<file path="src/fxd_pkg.sv">
package fxd_pkg;

  localparam int FRAME_MAX  = 4096;
  localparam int POS_W      = $clog2(FRAME_MAX);
  localparam int LEN_W      = 13;
  localparam int ADDR_W     = 3;
  localparam int MQ_DEPTH   = 4;
  localparam int MQ_PTR_W   = $clog2(MQ_DEPTH);
  localparam int MQ_CNT_W   = MQ_PTR_W + 1;
  localparam int OQ_DEPTH   = 8;
  localparam int OQ_PTR_W   = $clog2(OQ_DEPTH);
  localparam int OQ_CNT_W   = OQ_PTR_W + 1;
  localparam int RES_MAX    = 3;

  localparam logic [LEN_W-1:0] LEN_RESET = LEN_W'(FRAME_MAX);

  // register index, taken from the word address of paddr
  localparam logic REG_FRAME_LENGTH = 1'b0;

  // item kinds as classified by the front end
  localparam logic [1:0] KIND_LOAD = 2'd0;
  localparam logic [1:0] KIND_ERR  = 2'd1;
  localparam logic [1:0] KIND_COMP = 2'd2;

  localparam logic WORD_PREFIX   = 1'b0;
  localparam logic WORD_RESIDUAL = 1'b1;

  typedef struct packed {
    logic [1:0]  kind;
    logic [1:0]  count;
    logic [31:0] resid;
    logic        frame_done;
  } item_t;

  typedef struct packed {
    logic        word_kind;
    logic [31:0] packed_word;
    logic        status;
    logic        frame_end;
    logic        last;
  } res_t;

  function automatic logic [LEN_W-1:0] clamp_length(input logic [LEN_W-1:0] v);
    logic [LEN_W-1:0] r;
    r = v;
    if (v == '0) begin
      r = LEN_W'(1);
    end else if (v > LEN_RESET) begin
      r = LEN_RESET;
    end
    return r;
  endfunction

endpackage

</file>
<file path="src/fxd_queue.sv">
module fxd_queue (
  input  logic                         clk,
  input  logic                         rst_n,
  input  logic                         push,
  input  fxd_pkg::item_t               item_in,
  input  logic                         pop,
  output fxd_pkg::item_t               item_out,
  output logic                         empty,
  output logic [fxd_pkg::MQ_CNT_W-1:0] count
);
  import fxd_pkg::*;

  item_t               slot_r [MQ_DEPTH];
  logic [MQ_PTR_W-1:0] wptr_r, rptr_r;
  logic [MQ_CNT_W-1:0] count_r;
  logic                do_pop;

  assign empty    = (count_r == '0);
  assign count    = count_r;
  assign item_out = slot_r[rptr_r];
  assign do_pop   = pop && !empty;

  always_ff @(posedge clk) begin
    if (push) begin
      slot_r[wptr_r] <= item_in;
    end
  end

  always_ff @(posedge clk) begin
    if (!rst_n) begin
      wptr_r  <= '0;
      rptr_r  <= '0;
      count_r <= '0;
    end else begin
      if (push) begin
        wptr_r <= wptr_r + MQ_PTR_W'(1);
      end
      if (do_pop) begin
        rptr_r <= rptr_r + MQ_PTR_W'(1);
      end
      count_r <= count_r + {{(MQ_CNT_W-1){1'b0}}, push} - {{(MQ_CNT_W-1){1'b0}}, do_pop};
    end
  end

endmodule

</file>
<file path="config.mk">
export PLATFORM = sky130hd
export DESIGN_NAME = fxd_queue
export DESIGN_NICKNAME = d
export VERILOG_FILES = /design/src/fxd_pkg.sv /design/src/fxd_queue.sv
export SDC_FILE = /design/constraint.sdc
export NUM_CORES = 1
export LEC_CHECK = 0
export BUFFER_PORTS_ARGS = -buffer_cell sky130_fd_sc_hd__buf_2
export CORE_ASPECT_RATIO = 1.75
export CORE_MARGIN = 4
export CORE_UTILIZATION = 50
export DETAILED_ROUTE_END_ITERATION = 16
export GPL_TIMING_DRIVEN = 0
export PLACE_DENSITY = 0.71
export SYNTH_ARGS = -nofsm -noshare
export SYNTH_HDL_FRONTEND = slang
export SYNTH_SLANG_ARGS = --single-unit
</file>
<file path="constraint.sdc">
create_clock -name clk -period 4.4 [get_ports clk]
set_clock_uncertainty 0.2 [all_clocks]
set_input_delay 0.66 -clock clk [delete_from_list [all_inputs] [get_ports clk]]
set_output_delay 0.66 -clock clk [all_outputs]
set_load 0.01 [all_outputs]
</file>
* Word-level counts from Yosys, hierarchy flattened *
Memory sizes are Yosys's and may differ from the RTL's. A register that Yosys moved wholly into a read port is not among the register bits.
Cells that the tools add are included.

storage, ports and cells
  register bits after elaboration = 7
  RAM bits = 148
  input port bits = 41
  output and inout bits = 41
  word-level logic and storage cells = 15
  memories = 1

memory list
  name    depth  bits a word  read ports  clocked after Yosys merged registers in  write ports  RTL line         source
  slot_r  4      37           1           1                                        1            fxd_queue.sv:13  item_t slot_r [MQ_DEPTH];

operators by class
  add/sub/neg operators = 4
  mux-type cells = 4
  reduce and logical (&&, ||, !) cells = 3

operators by type and width
  kind                                          number
  adder 2 x 1 -> 2 bit (second input constant)  2
  2-to-1 mux 2 bit                              2
  adder 3 x 1 -> 3 bit                          1
  logical NOT 3 bit                             1
  subtractor 3 x 1 -> 3 bit                     1
  2-to-1 mux 1 bit                              2
  logical AND 1 bit                             1
  logical NOT 1 bit                             1

* Longest topological paths before layout *
  word-level depth = 5
  mapped depth = 8
  gate-level depth less buffers = 8

* Worst setup path after synthesis *
No wires, ideal clock.

  path type = input to register
  start point = in pop
  end point = reg count_r[2], in the netlist count[2]
  library setup time = 0.114 ns
  data arrival time = 1.881 ns
  data required time = 4.086 ns
  slack = 2.205 ns
  cell stages on the path = 8
  buffers on the path = 0
  cell sequence = o31a_1 > ha_1 > inv_1 > ha_1 > inv_1 > fa_1 > xnor3_1 > nor2b_1

on the way
  longest elaborated chain between the ends = 2

RTL lines
  element                    RTL line         source
  from (decl)                fxd_queue.sv:6   input logic pop,
  logical AND 1 bit          fxd_queue.sv:21  assign do_pop = pop && !empty;
  subtractor 3 x 1 -> 3 bit  fxd_queue.sv:41  count_r <= count_r + {{(MQ_CNT_W-1){1'b0}}, push} - {{(MQ_CNT_W-1){1'b0}}, do_pop};
  to (signal assigned)       fxd_queue.sv:41
  to (decl)                  fxd_queue.sv:15  logic [MQ_CNT_W-1:0] count_r;

No other way between the ends.
A chain may end at the register's enable or synchronous reset.

==> results.tsv <==
stage	metric	value	unit
place	HPWL Detailed	6220	µm
timing	Final setup viols	0	
setup_path	cells on worst reg2reg path	8	
routing	routed len/inst	19.9	µm
routing	DRC violations left	0	
routing	post-detailed-route via-to-cell ratio	5.47	
layout	number of nets in the final layout	388	
cts	number of gates given a new drive strength after cts	0	
timing	FMAX	375	MHz
die	die area	13600	µm²
cts	CTS sink cnt	157	
layout	growth of design area from synthesis to finish	21.0	%
routing	final routed wirelength across all metal layers	9700	µm
logic_synthesis	net count after synthesis	284	
logic_synthesis	per-instance average area after synthesis	24.8	µm²
setup_path	Worst EP required	3.54	ns
setup_path	data arrival time of the worst path	1.81	ns
grt	grt ovf	0	
logic_synthesis	number of distinct library cells after synthesis	21	
power_and_ir_drop	Cell Pwr Density	542	nW/µm²
place	post-placement worst setup slack	1.99	ns
timing	final max-slew violation count	0	
power_and_ir_drop	maximum vdd ir drop	0.000350	V
timing	post-route clock period utilization	60.7	%
timing	transition time at the pin with the least slew margin	0.520	ns
setup_path	highest net fanout along the worst path	10	
cts	number of CTS-inserted buffers	17	
place	last weighted congestion value of the routability-driven placer	0.705	
setup_path	endpoint type of the worst setup path	primary output	
grt	vias in the first global route	2887	
routing	count of antenna-violating nets left after detailed routing	0	
cts	clock-pin slew on the worst setup and hold paths	0.06	ns
timing	minimum clock period after layout	2.67	ns
setup_path	Critical Path Source Type	flop	
hold_path	classification of the worst-slack hold path	primary input to flop	
logic_synthesis	number of standard cells after synthesis	236	
grt	GR Util All Layers	15.3	%
die	placement row count	52	
cts	clk root buf	sky130_fd_sc_hd__clkbuf_16	
layout	most common library cell in the layout ignoring fill and taps	sky130_fd_sc_hd__edfxtp_1	
setup_path	type of the setup path with the least slack	flop to primary output	
routing	TritonRoute pass-1 iters	4	
flow_run	number of maximum-capacitance constraint violations	0	
cts	CTS Hold Bufs	0	
timing	Total Negative Setup Slacks	0	ns
layout	fraction of layout instances using a drive strength above 1	44.2	%
layout	most frequent cells in the layout	sky130_fd_sc_hd__edfxtp_1 (148), sky130_fd_sc_hd__buf_2 (84), sky130_fd_sc_hd__mux4_2 (30), sky130_fd_sc_hd__clkbuf_16 (17), sky130_fd_sc_hd__dfxtp_1 (9)	
timing	endpoints failing hold	0	
timing	Worst Hold Slack	0.265	ns
die	Top-Level Pins	82	
logic_synthesis	register bit total from synthesis	157	
logic_synthesis	register area share after synthesis	78.9	%
power_and_ir_drop	Final Power	0.00385	W
outcome	run status	finished clean	
cts	deepest level of the CTS H-tree	4	
routing	detailed-route via count	2670	
grt	initial antenna violation count	0	
layout	antenna fix cells	0	
place	quantity of I/O buffers inserted on ports	81	
grt	wire length of the first global-routing pass	15300	µm
die	die boundary height	151	µm
die	effective utilization at floorplan	50.9	%
logic_synthesis	Syn Std Cell Area	5860	µm²
die	horizontal die dimension	89.8	µm
power_and_ir_drop	Leakage	2.48	nW
hold_path	cell count of the worst hold path	1	
timing	headroom to the max-slew limit	65.3	%
cts	TritonCTS clock tree	done	
die	CORE AREA	11500	µm²
cts	number of buffers between clock root and the deepest sink	2	
routing	number of violations reported at the end of detailed-routing iteration 0	104	
cts	setup fix buffers added after clock tree synthesis	0	
timing	post-route setup slack	1.73	ns
grt	largest net degree at the start of global routing	24	
timing	unrepaired setup endpoints after global routing	no	
logic_synthesis	Synth Warn #	0	
cts	Skew-Pair Late Insertion Delay	0.41	ns
[cell usage after synthesis (all sizes together)]
cell / n / area (µm²)
nand2b: 2 / 12.5
buf: 7 / 86.3
o311ai: 1 / 8.76
clkbuf: 1 / 5.00
ha: 6 / 75.1
fa: 1 / 20.0
edfxtp: 148 / 4440
nand2: 2 / 7.51
xnor3: 1 / 22.5
mux2i: 4 / 40.0
dfxtp: 9 / 180
nor2b: 3 / 18.8
nor3: 1 / 5.00
and2: 6 / 37.5
inv: 5 / 18.8
o31a: 1 / 8.76
xor2: 1 / 8.76
mux4: 37 / 860
[layer usage]
layer	vias to the layer above	routed length [µm]	global-route usage (%)
met5	-	0	0
met4	0	182	6.75
met3	12	427	5.52
met2	64	5480	26.8
met1	1386	3610	16.8
li1	1208	-	-
[report_power, final]
group / leakage [nW] / switching, W / internal, W
clock network: 0.268 / 0.000550 / 0.000830
logic: 0.776 / 0.000334 / 0.000374
registers: 1.43 / 0.0000320 / 0.00173
[area by class of cell]
type | count | area, µm²
repair buffers | 85 | 485
well taps | 135 | 169
multi-input cells | 66 | 1130
clock buffers | 17 | 425
clock inverters | 15 | 146
plain buffers | 8 | 91.3
flip-flops and latches | 157 | 4620
inverters | 5 | 18.8
fillers | 821 | 4430
[through the flow]
step           area [µm²]  util (%)  std cells
2_1_floorplan        5860         -        236
3_3_place_gp         6430      55.9        452
3_5_place_dp         6520      56.6        456
4_1_cts              7090      61.6        488
5_1_grt              7090      61.6        488
6_report             7090      61.6        488
[cells by family (layout without fill, tap and decap cells)]
family,count (synthesis),in the layout,share of synthesized area [%]
adder cells (fa/ha/maj),7,7,1.62
multiplexers,41,41,15.4
AO/OA/AOI/OAI,2,2,0.299
AND/OR/NAND/NOR,14,14,1.39
XOR/XNOR,2,2,0.534
flip-flops,157,157,78.9
buffers and inverters,13,130,1.88
[path summary, 6_finish.rpt]
path,start,end,slack [ns]
setup reg to reg,count[1],count[2],2.22
setup / recovery,flop,item_out[34],1.73
hold / removal,item_in[3],slot_r[3][3],0.26
hold reg to reg,rptr_r[1],rptr_r[1],0.29
[critical path, stage by stage, from the launching register on]
cell and delay (ns):
sky130_fd_sc_hd__dfxtp_1 0.30, sky130_fd_sc_hd__clkbuf_2 0.24, sky130_fd_sc_hd__buf_2 0.33, sky130_fd_sc_hd__mux4_2 0.36, sky130_fd_sc_hd__buf_2 0.16
[state kept, by name (all words and copies together), names as in the netlist, named ones only]
register	flops
count	3
rptr_r	2
slot_r	148
wptr_r	2
(Power assumes the default switching activity.)
