## src/fxd_pkg.sv

```systemverilog
package fxd_pkg;

  localparam int FRAME_MAX  = 4096;
  localparam int POS_W      = $clog2(FRAME_MAX);
  localparam int LEN_W      = 13;
  localparam int ADDR_W     = 3;
  localparam int MQ_DEPTH   = 4;
  localparam int MQ_PTR_W   = $clog2(MQ_DEPTH);
  localparam int MQ_CNT_W   = MQ_PTR_W + 1;
  localparam int OQ_DEPTH   = 8;
  localparam int OQ_PTR_W   = $clog2(OQ_DEPTH);
  localparam int OQ_CNT_W   = OQ_PTR_W + 1;
  localparam int RES_MAX    = 3;

  localparam logic [LEN_W-1:0] LEN_RESET = LEN_W'(FRAME_MAX);

  // register index, taken from the word address of paddr
  localparam logic REG_FRAME_LENGTH = 1'b0;

  // item kinds as classified by the front end
  localparam logic [1:0] KIND_LOAD = 2'd0;
  localparam logic [1:0] KIND_ERR  = 2'd1;
  localparam logic [1:0] KIND_COMP = 2'd2;

  localparam logic WORD_PREFIX   = 1'b0;
  localparam logic WORD_RESIDUAL = 1'b1;

  typedef struct packed {
    logic [1:0]  kind;
    logic [1:0]  count;
    logic [31:0] resid;
    logic        frame_done;
  } item_t;

  typedef struct packed {
    logic        word_kind;
    logic [31:0] packed_word;
    logic        status;
    logic        frame_end;
    logic        last;
  } res_t;

  function automatic logic [LEN_W-1:0] clamp_length(input logic [LEN_W-1:0] v);
    logic [LEN_W-1:0] r;
    r = v;
    if (v == '0) begin
      r = LEN_W'(1);
    end else if (v > LEN_RESET) begin
      r = LEN_RESET;
    end
    return r;
  endfunction

endpackage

```

## src/fxd_packer.sv

```systemverilog
module fxd_packer (
  input  logic                         clk,
  input  logic                         rst_n,
  input  logic                         cfg_clear,
  input  fxd_pkg::item_t               item,
  input  logic                         q_empty,
  output logic                         q_pop,
  input  logic [fxd_pkg::OQ_CNT_W-1:0] oq_count,
  output logic [1:0]                   res_n,
  output fxd_pkg::res_t                res [fxd_pkg::RES_MAX]
);
  import fxd_pkg::*;

  logic [31:0] pacc_r, pacc_nxt;
  logic [3:0]  pfill_r, pfill_nxt;
  logic [31:0] racc_r, racc_nxt;
  logic [4:0]  rfill_r, rfill_nxt;
  logic [5:0]  bits;
  logic [6:0]  sum;
  logic [6:0]  sh;
  logic [63:0] tmp;
  logic        rcomplete;
  logic [31:0] racc_a;
  logic [4:0]  rfill_a;
  logic [31:0] pacc_or;
  logic [3:0]  pfill_a;
  logic        pcomplete;
  logic        cand_v [4];
  res_t        cand   [4];
  logic [1:0]  n;
  res_t        res_c  [RES_MAX];

  assign q_pop = !q_empty && (oq_count <= OQ_CNT_W'(OQ_DEPTH - RES_MAX));

  assign bits = {(3'd4 - {1'b0, item.count}), 3'b000};
  assign sum  = {2'b00, rfill_r} + {1'b0, bits};
  assign sh   = 7'd64 - sum;
  assign tmp  = {racc_r, 32'b0} | ({32'b0, item.resid} << sh);
  assign rcomplete = (sum[6:5] != 2'b00);
  assign racc_a    = rcomplete ? tmp[31:0] : tmp[63:32];
  // With at most 63 bits in hand, the fill after a completed word is the low five bits.
  assign rfill_a   = sum[4:0];

  assign pacc_or   = pacc_r | ({item.count, 30'b0} >> {pfill_r, 1'b0});
  assign pfill_a   = pfill_r + 4'd1;
  assign pcomplete = (pfill_a == 4'd0);

  always_comb begin
    cand_v[0] = pcomplete;
    cand[0]   = '{word_kind: WORD_PREFIX, packed_word: pacc_or, status: 1'b0,
                  frame_end: item.frame_done, last: 1'b0};
    cand_v[1] = rcomplete;
    cand[1]   = '{word_kind: WORD_RESIDUAL, packed_word: tmp[63:32], status: 1'b0,
                  frame_end: item.frame_done, last: 1'b0};
    cand_v[2] = item.frame_done && !pcomplete;
    cand[2]   = '{word_kind: WORD_PREFIX, packed_word: pacc_or, status: 1'b0,
                  frame_end: 1'b1, last: 1'b0};
    cand_v[3] = item.frame_done && (rfill_a != 5'd0);
    cand[3]   = '{word_kind: WORD_RESIDUAL, packed_word: racc_a, status: 1'b0,
                  frame_end: 1'b1, last: 1'b0};
  end

  always_comb begin
    n = 2'd0;
    for (int i = 0; i < RES_MAX; i++) begin
      res_c[i] = '0;
    end
    if (item.kind == KIND_ERR) begin
      res_c[0] = '{word_kind: WORD_PREFIX, packed_word: 32'b0, status: 1'b1,
                   frame_end: 1'b0, last: 1'b0};
      n = 2'd1;
    end else if (item.kind == KIND_COMP) begin
      for (int k = 0; k < 4; k++) begin
        if (cand_v[k] && (n != 2'd3)) begin
          res_c[n] = cand[k];
          n = n + 2'd1;
        end
      end
    end
    for (int i = 0; i < RES_MAX; i++) begin
      res[i] = res_c[i];
      if ((n != 2'd0) && (2'(i) == n - 2'd1)) begin
        res[i].last = 1'b1;
      end
    end
    res_n = q_pop ? n : 2'd0;
  end

  always_comb begin
    pacc_nxt  = pacc_r;
    pfill_nxt = pfill_r;
    racc_nxt  = racc_r;
    rfill_nxt = rfill_r;
    if (cfg_clear || (q_pop && (item.kind == KIND_LOAD)) ||
        (q_pop && (item.kind == KIND_COMP) && item.frame_done)) begin
      pacc_nxt  = '0;
      pfill_nxt = '0;
      racc_nxt  = '0;
      rfill_nxt = '0;
    end else if (q_pop && (item.kind == KIND_COMP)) begin
      pacc_nxt  = pcomplete ? 32'b0 : pacc_or;
      pfill_nxt = pfill_a;
      racc_nxt  = racc_a;
      rfill_nxt = rfill_a;
    end
  end

  always_ff @(posedge clk) begin
    if (!rst_n) begin
      pacc_r  <= '0;
      pfill_r <= '0;
      racc_r  <= '0;
      rfill_r <= '0;
    end else begin
      pacc_r  <= pacc_nxt;
      pfill_r <= pfill_nxt;
      racc_r  <= racc_nxt;
      rfill_r <= rfill_nxt;
    end
  end

endmodule

```

## config.mk

```make
export PLATFORM = sky130hd
export DESIGN_NAME = fxd_packer
export DESIGN_NICKNAME = d
export VERILOG_FILES = /design/src/fxd_pkg.sv /design/src/fxd_packer.sv
export SDC_FILE = /design/constraint.sdc
export NUM_CORES = 1
export LEC_CHECK = 0
export BUFFER_PORTS_ARGS = -buffer_cell sky130_fd_sc_hd__buf_2
export CORE_AREA = 3 3 137 139
export CTS_BUF_LIST = sky130_fd_sc_hd__clkbuf_8
export CTS_CLUSTER_DIAMETER = 200
export DETAILED_ROUTE_END_ITERATION = 7
export DIE_AREA = 0 0 140 142
export GPL_ROUTABILITY_DRIVEN = 0
export PLACE_DENSITY_LB_ADDON = 0.25
export SETUP_SLACK_MARGIN = 0.4
export SLEW_MARGIN = 0
export SYNTH_ARGS = -nofsm -noshare
export SYNTH_HDL_FRONTEND = slang
export SYNTH_SLANG_ARGS = --single-unit
```

## constraint.sdc

```tcl
create_clock -name clk -period 3.3 [get_ports clk]
set_input_delay 0 -clock clk [delete_from_list [all_inputs] [get_ports clk]]
set_output_delay 0 -clock clk [all_outputs]
set_load 0.05 [all_outputs]
```

Yosys cells after proc, flatten, opt, wreduce, memory -nomap -nowiden
Cells that the tools add are included.
W data, S select, Z words.
{"block": "word_totals", "regBits": 73, "memories": 0, "output_inout_bits": 111, "ram_bits": 0, "latch_bits": 0, "rom_bits": 0}
{"block": "op_classes", "muxes": 40, "reduce_logical": 26, "order_cmp": 7, "n_eq_ne": 7, "n_mul": 0, "n_bitwise": 6, "addsub": 8, "shifts": 2, "div_mod_pow": 0}
{"operator": "$mux W108", "n": 8}
{"operator": "$bwmux W108", "n": 3}
{"operator": "$demux W36 S2", "n": 3}
{"operator": "$mux W36", "n": 6}
{"operator": "$mux W72", "n": 1}
{"operator": "$mux W32", "n": 2}
{"operator": "$or A64 B64 Y64", "n": 1}
{"operator": "$shl A32 B7 Y64", "n": 1}
{"operator": "$mux W35", "n": 1}
{"operator": "$or A32 B32 Y32", "n": 1}
{"operator": "$shr A32 B5 Y32", "n": 1}
{"operator": "$mux W2", "n": 12}
{"operator": "$logic_and A1 B1 Y1", "n": 15}
{"operator": "$ge A3 B3 Y1 const B", "n": 3}
{"operator": "$lt A3 B1 Y1 const B", "n": 3}
{"operator": "$not A2 Y3", "n": 3}
{"operator": "$add A5 B6 Y7", "n": 1}
{"operator": "$sub A7 B7 Y7 const A", "n": 1}
{"operator": "$add A2 B1 Y2 const B", "n": 3}
{"operator": "$ne A2 B2 Y1 const B", "n": 3}
{"operator": "$reduce_bool A5 Y1", "n": 1}
{"operator": "$add A4 B1 Y4 const B", "n": 1}
{"operator": "$le A4 B3 Y1 const B", "n": 1}
{"operator": "$logic_not A2 Y1", "n": 2}
{"operator": "13 further kinds", "n": 19}

Depth between registers and ports, before layout
{"block": "logic_depth", "word_depth": 25, "depth_mapped": 20, "mapped_depth_nobuf": 16}

Worst setup path after synthesis
No wires, ideal clock.
{"block": "synth_path", "path_kind": "register -> output", "from": "register rfill_r[3]", "to": "output res[98] in the netlist's numbering", "t_arrival_ns": 4.402, "path_slack_ns": -1.102, "stages_incl_launch_ff": 18, "n_path_buf": 4, "path_cell_list": "dfxtp_1 -> ha_1 -> inv_1 -> fa_1 -> buf_4 -> nand2b_1 -> o21a_1 -> inv_1 -> buf_2 -> ha_1 -> mux2i_1 -> inv_1 -> ha_1 -> and2_1 -> buf_2 -> clkbuf_1 -> a21oi_1 -> a221oi_1"}
{"element": "start: declaration", "line": "fxd_packer.sv:17", "text": "logic [4:0] rfill_r, rfill_nxt;"}
{"element": "start signal: assignment", "line": "fxd_packer.sv:118", "text": "rfill_r <= rfill_nxt;"}
{"element": "end: declaration", "line": "fxd_packer.sv:10", "text": "output fxd_pkg::res_t res [fxd_pkg::RES_MAX]"}

==> results by group <==
Power and ir drop
  – Pwr dens: 305 mW/mm^2
  – Psw: 0.00196 W
  – Comb power frac: 0.615
  – Max VDD drop: 0.000185 V
  – Seq pwr share: 0.199
  – Switching Share: 0.455
  – Internal power: 0.00235 W
  – Clock network fraction of design power: 0.186
  – Leakage power: 5.00 nW

GRT
  – Largest net degree at the start of global routing: 45
  – First-pass GRT wire length: 56000 microns
  – Vias in the first global route: 9559
  – Total track usage: 0.358
  – M2 GR Usage: 0.570
  – GRT overflow: 0
  – Global route hottest layer: met2
  – Antenna violations before repair: 0
  – Global-route met1 utilization: 0.456
  – GR met3 Demand/Resource: 0.0817

Route
  – Via-to-Cell Ratio: 7.34
  – Detailed Route Iter0 Violations: 1739
  – DR pass1 iterations: 7
  – Vias: 11000
  – DRT Wirelength: 46500 microns
  – DRC viols: 0
  – Post-DRT Antenna Nets: 0
  – Wirelength per Cell: 31.1 microns

Timing
  – Final WS setup: -0.747 ns
  – Fin crit share: 1.23
  – Rel. slew slack: 0.213
  – Worst-Margin Slew: 1.18 ns
  – F_max: 0.247 GHz
  – RSZ-0062 raised after global routing: true
  – Fin. Hold Viols: 0
  – Post-route minimum period: 4.05 ns
  – Setup violators final: 98
  – Worst clock skew: 0.0265 ns
  – Slew Limit Fails: 0
  – Hold WS: 0.0702 ns
  – Setup TNS: -23.42 ns

Critical path
  – Critical path's most frequent cell: a21oi_1
  – Worst EP arrival: 4.05 ns
  – Crit-path cells: ha_4 > inv_2 > fa_2 > nand2b_4 > o21a_4 > inv_4 > ha_1 > nand2_1 > o31ai_4 > buf_12 > a21oi_1 > a21oi_1 > a21oi_2 > o22ai_4 > buf_6
  – R2R Setup Slk: 0.10 ns
  – Worst reg2reg startpoint: rfill_r[3]$_SDFFE_PP0P_
  – Max stage delay on crit path: 0.59 ns
  – Startpoint Class: flip-flop
  – Crit. End Element: primary output
  – R2r worst-path depth: 13
  – Setup Crit Path Kind: flip-flop to primary output
  – Reg2reg end: racc_r[2]$_SDFFE_PP0P_
  – Worst endpoint required time: 3.30 ns
  – Slowest cell on crit path: a21oi_1
  – Critical-path maximum fanout: 26

Cells and area
  – Area Overhead vs Synth: 101%
  – FF+latch area: 0.00141 sq mm
  – Fraction of layout instances using a drive strength above 1: 0.629
  – Most common cell after layout, fill and taps aside: buf_4
  – Multi-input logic area: 0.00783 sq mm
  – Diode count: 0
  – Most frequent cells in the layout: 147 x buf_4, 128 x buf_6, 108 x nor2_1, 95 x a21oi_1, 67 x dfxtp_1
  – NumNets Final: 1317
  – Number of fill cells in the layout: 864

Die
  – Rows: 49
  – IO Count: 156
  – Core Region: 0.0178 sq mm
  – Initial Util: 0.396
  – Die height: 142 microns
  – Die width: 140 microns
  – Die footprint: 0.0199 sq mm

Logic synthesis
  – Synth cell types: 65
  – Yosys reg bits: 70
  – Share of flip-flops with an asynchronous set or reset: 0
  – Mapped Avg Cell Area: 7.48 sq um
  – Syn Inst Count: 941
  – Sequential share of the synthesized area: 0.199
  – Yosys warnings: 0
  – EDFF count, synth: 0
  – Main synth FF type: dfxtp_1
  – Cell Area, Synth: 0.00704 sq mm

Job
  – Max cap viols: 0

Clock network
  – Root Buffer: clkbuf_8
  – CTS buffer count: 9
  – CTS max path bufs: 2
  – Clock Pin Slew Worst Setup and Hold Paths: 0.09 ns
  – # H-tree levels: 3
  – Sink Count: 70
  – TritonCTS clock tree: built
  – Clk Latency, worst-skew pair: 0.41 ns

Min path
  – Hold Startpoint: cfg_clear
  – Endpoint, Worst Hold: racc_r[20]$_SDFFE_PP0P_
  – Hold depth: 4
  – Hold Path Class: input pin to flip-flop

Status
  – Failing checks: setup timing
  – Outcome: finished with violations

Place
  – Post-place setup slack: -0.138 ns
  – Port Buf Inserts: 152
  – Hpwl dp: 23000 microns
[Yosys cell counts (all sizes together) (3+ instances only)]
library cell,n,area (sq um)
a211oi,57,531
a21o,8,60.1
a21oi,141,743
a221oi,39,539
a22o,7,61.3
a22oi,3,22.5
a2bb2oi,8,70.1
a31oi,4,31.3
and2,4,25.0
and3,3,18.8
and3b,3,26.3
buf,44,251
clkbuf,51,194
dfxtp,70,1400
ha,12,150
inv,17,66.3
mux2,16,180
mux2i,29,290
nand2,36,135
nand2b,12,77.6
nand3,26,140
nor2,126,480
nor2b,8,52.6
nor3,37,196
nor3b,3,22.5
o21a,18,135
o21ai,40,200
o221ai,7,73.8
o22a,12,105
o22ai,61,382
o2bb2ai,6,52.6
o31ai,5,37.5
or2,8,50.1
xnor2,5,43.8
[area by class of cell]
class	count	share of cell area
inverter	18	0.00540
clock inverter	7	0.00575
timing repair buffer	399	0.307
sequential	70	0.0994
multi-input combinational	760	0.553
clock buffer	9	0.00876
tap	229	0.0203
[critical path: cells and delay by family, from the launching register on]
| family | cells | cell delay [ns] |
|---|---|---|
| AOI/OAI and AO/OA | 6 | 1.60 |
| adders and majority gates | 3 | 0.81 |
| buffers and inverters | 4 | 0.56 |
| DFF | 1 | 0.36 |
| and+or+nand+nor | 2 | 0.30 |
[kinds of logic after synthesis]
logic type / count (synthesis) / share of synthesized area
xor gates and xnor gates: 8 / 0.0119
and+or+nand+nor: 267 / 0.175
adders and majority gates: 14 / 0.0270
buffers and inverters: 113 / 0.0732
AOI/OAI and AO/OA: 423 / 0.447
other: 1 / 0.000533
muxes: 45 / 0.0668
DFF: 70 / 0.199
[state kept, by name (all words and copies together) (netlist names)]
register	flops
racc_r	32
pfill_r	4
rfill_r	2
pacc_r	32
[through the flow]
| stage | total power [W] | area [sq um] | instances | utilization |
|---|---|---|---|---|
| 4_1_cts | 0.00360 | 12400 | 1430 | 0.695 |
| 3_5_place_dp | 0.00247 | 10200 | 1358 | 0.572 |
| 5_1_grt | 0.00437 | 14100 | 1492 | 0.795 |
| 2_1_floorplan | 0.00198 | 8610 | 942 | - |
| 3_3_place_gp | 0.00246 | 10200 | 1358 | 0.572 |
| 6_report | 0.00431 | 14100 | 1492 | 0.795 |
[power groups by stage]
stage                     registers (W)  clock network, W  logic [W]
after floorplan                0.000873                 0    0.00111
after global placement         0.000874                 0    0.00158
after detailed placement       0.000874                 0    0.00159
after CTS                      0.000855          0.000777    0.00197
after global routing           0.000856          0.000822    0.00269
final                          0.000856          0.000801    0.00265
[layer usage]
| layer | vias up | part of all wire |
|---|---|---|
| met5 | - | 0 |
| met4 | 0 | 0.098 |
| met3 | 430 | 0.14 |
| met2 | 1193 | 0.43 |
| met1 | 5111 | 0.34 |
| li1 | 4220 | - |
[worst max-delay path by stage]
stage,from,endpoint,depth (start not counted)
2_1_floorplan,rfill_r[3]$_SDFFE_PP0P_,res[93],14
3_3_place_gp,item[34],res[51],19
3_5_place_dp,item[34],res[13],15
4_1_cts,rfill_r[3]$_SDFFE_PP0P_,res[9],16
5_1_grt,rfill_r[4]$_SDFFE_PP0P_,res[87],14
6_report,rfill_r[3]$_SDFFE_PP0P_,res[87],15
[timing repair]
item	CTS	global route
setup buffers	44	52
resized for setup	356	221
endpoints found under the setup margin	135	134
hold buffers	1	0
cloned	11	10
endpoints found under the hold margin	5	0
pin swaps	33	91
(Power assumes the default switching activity.)
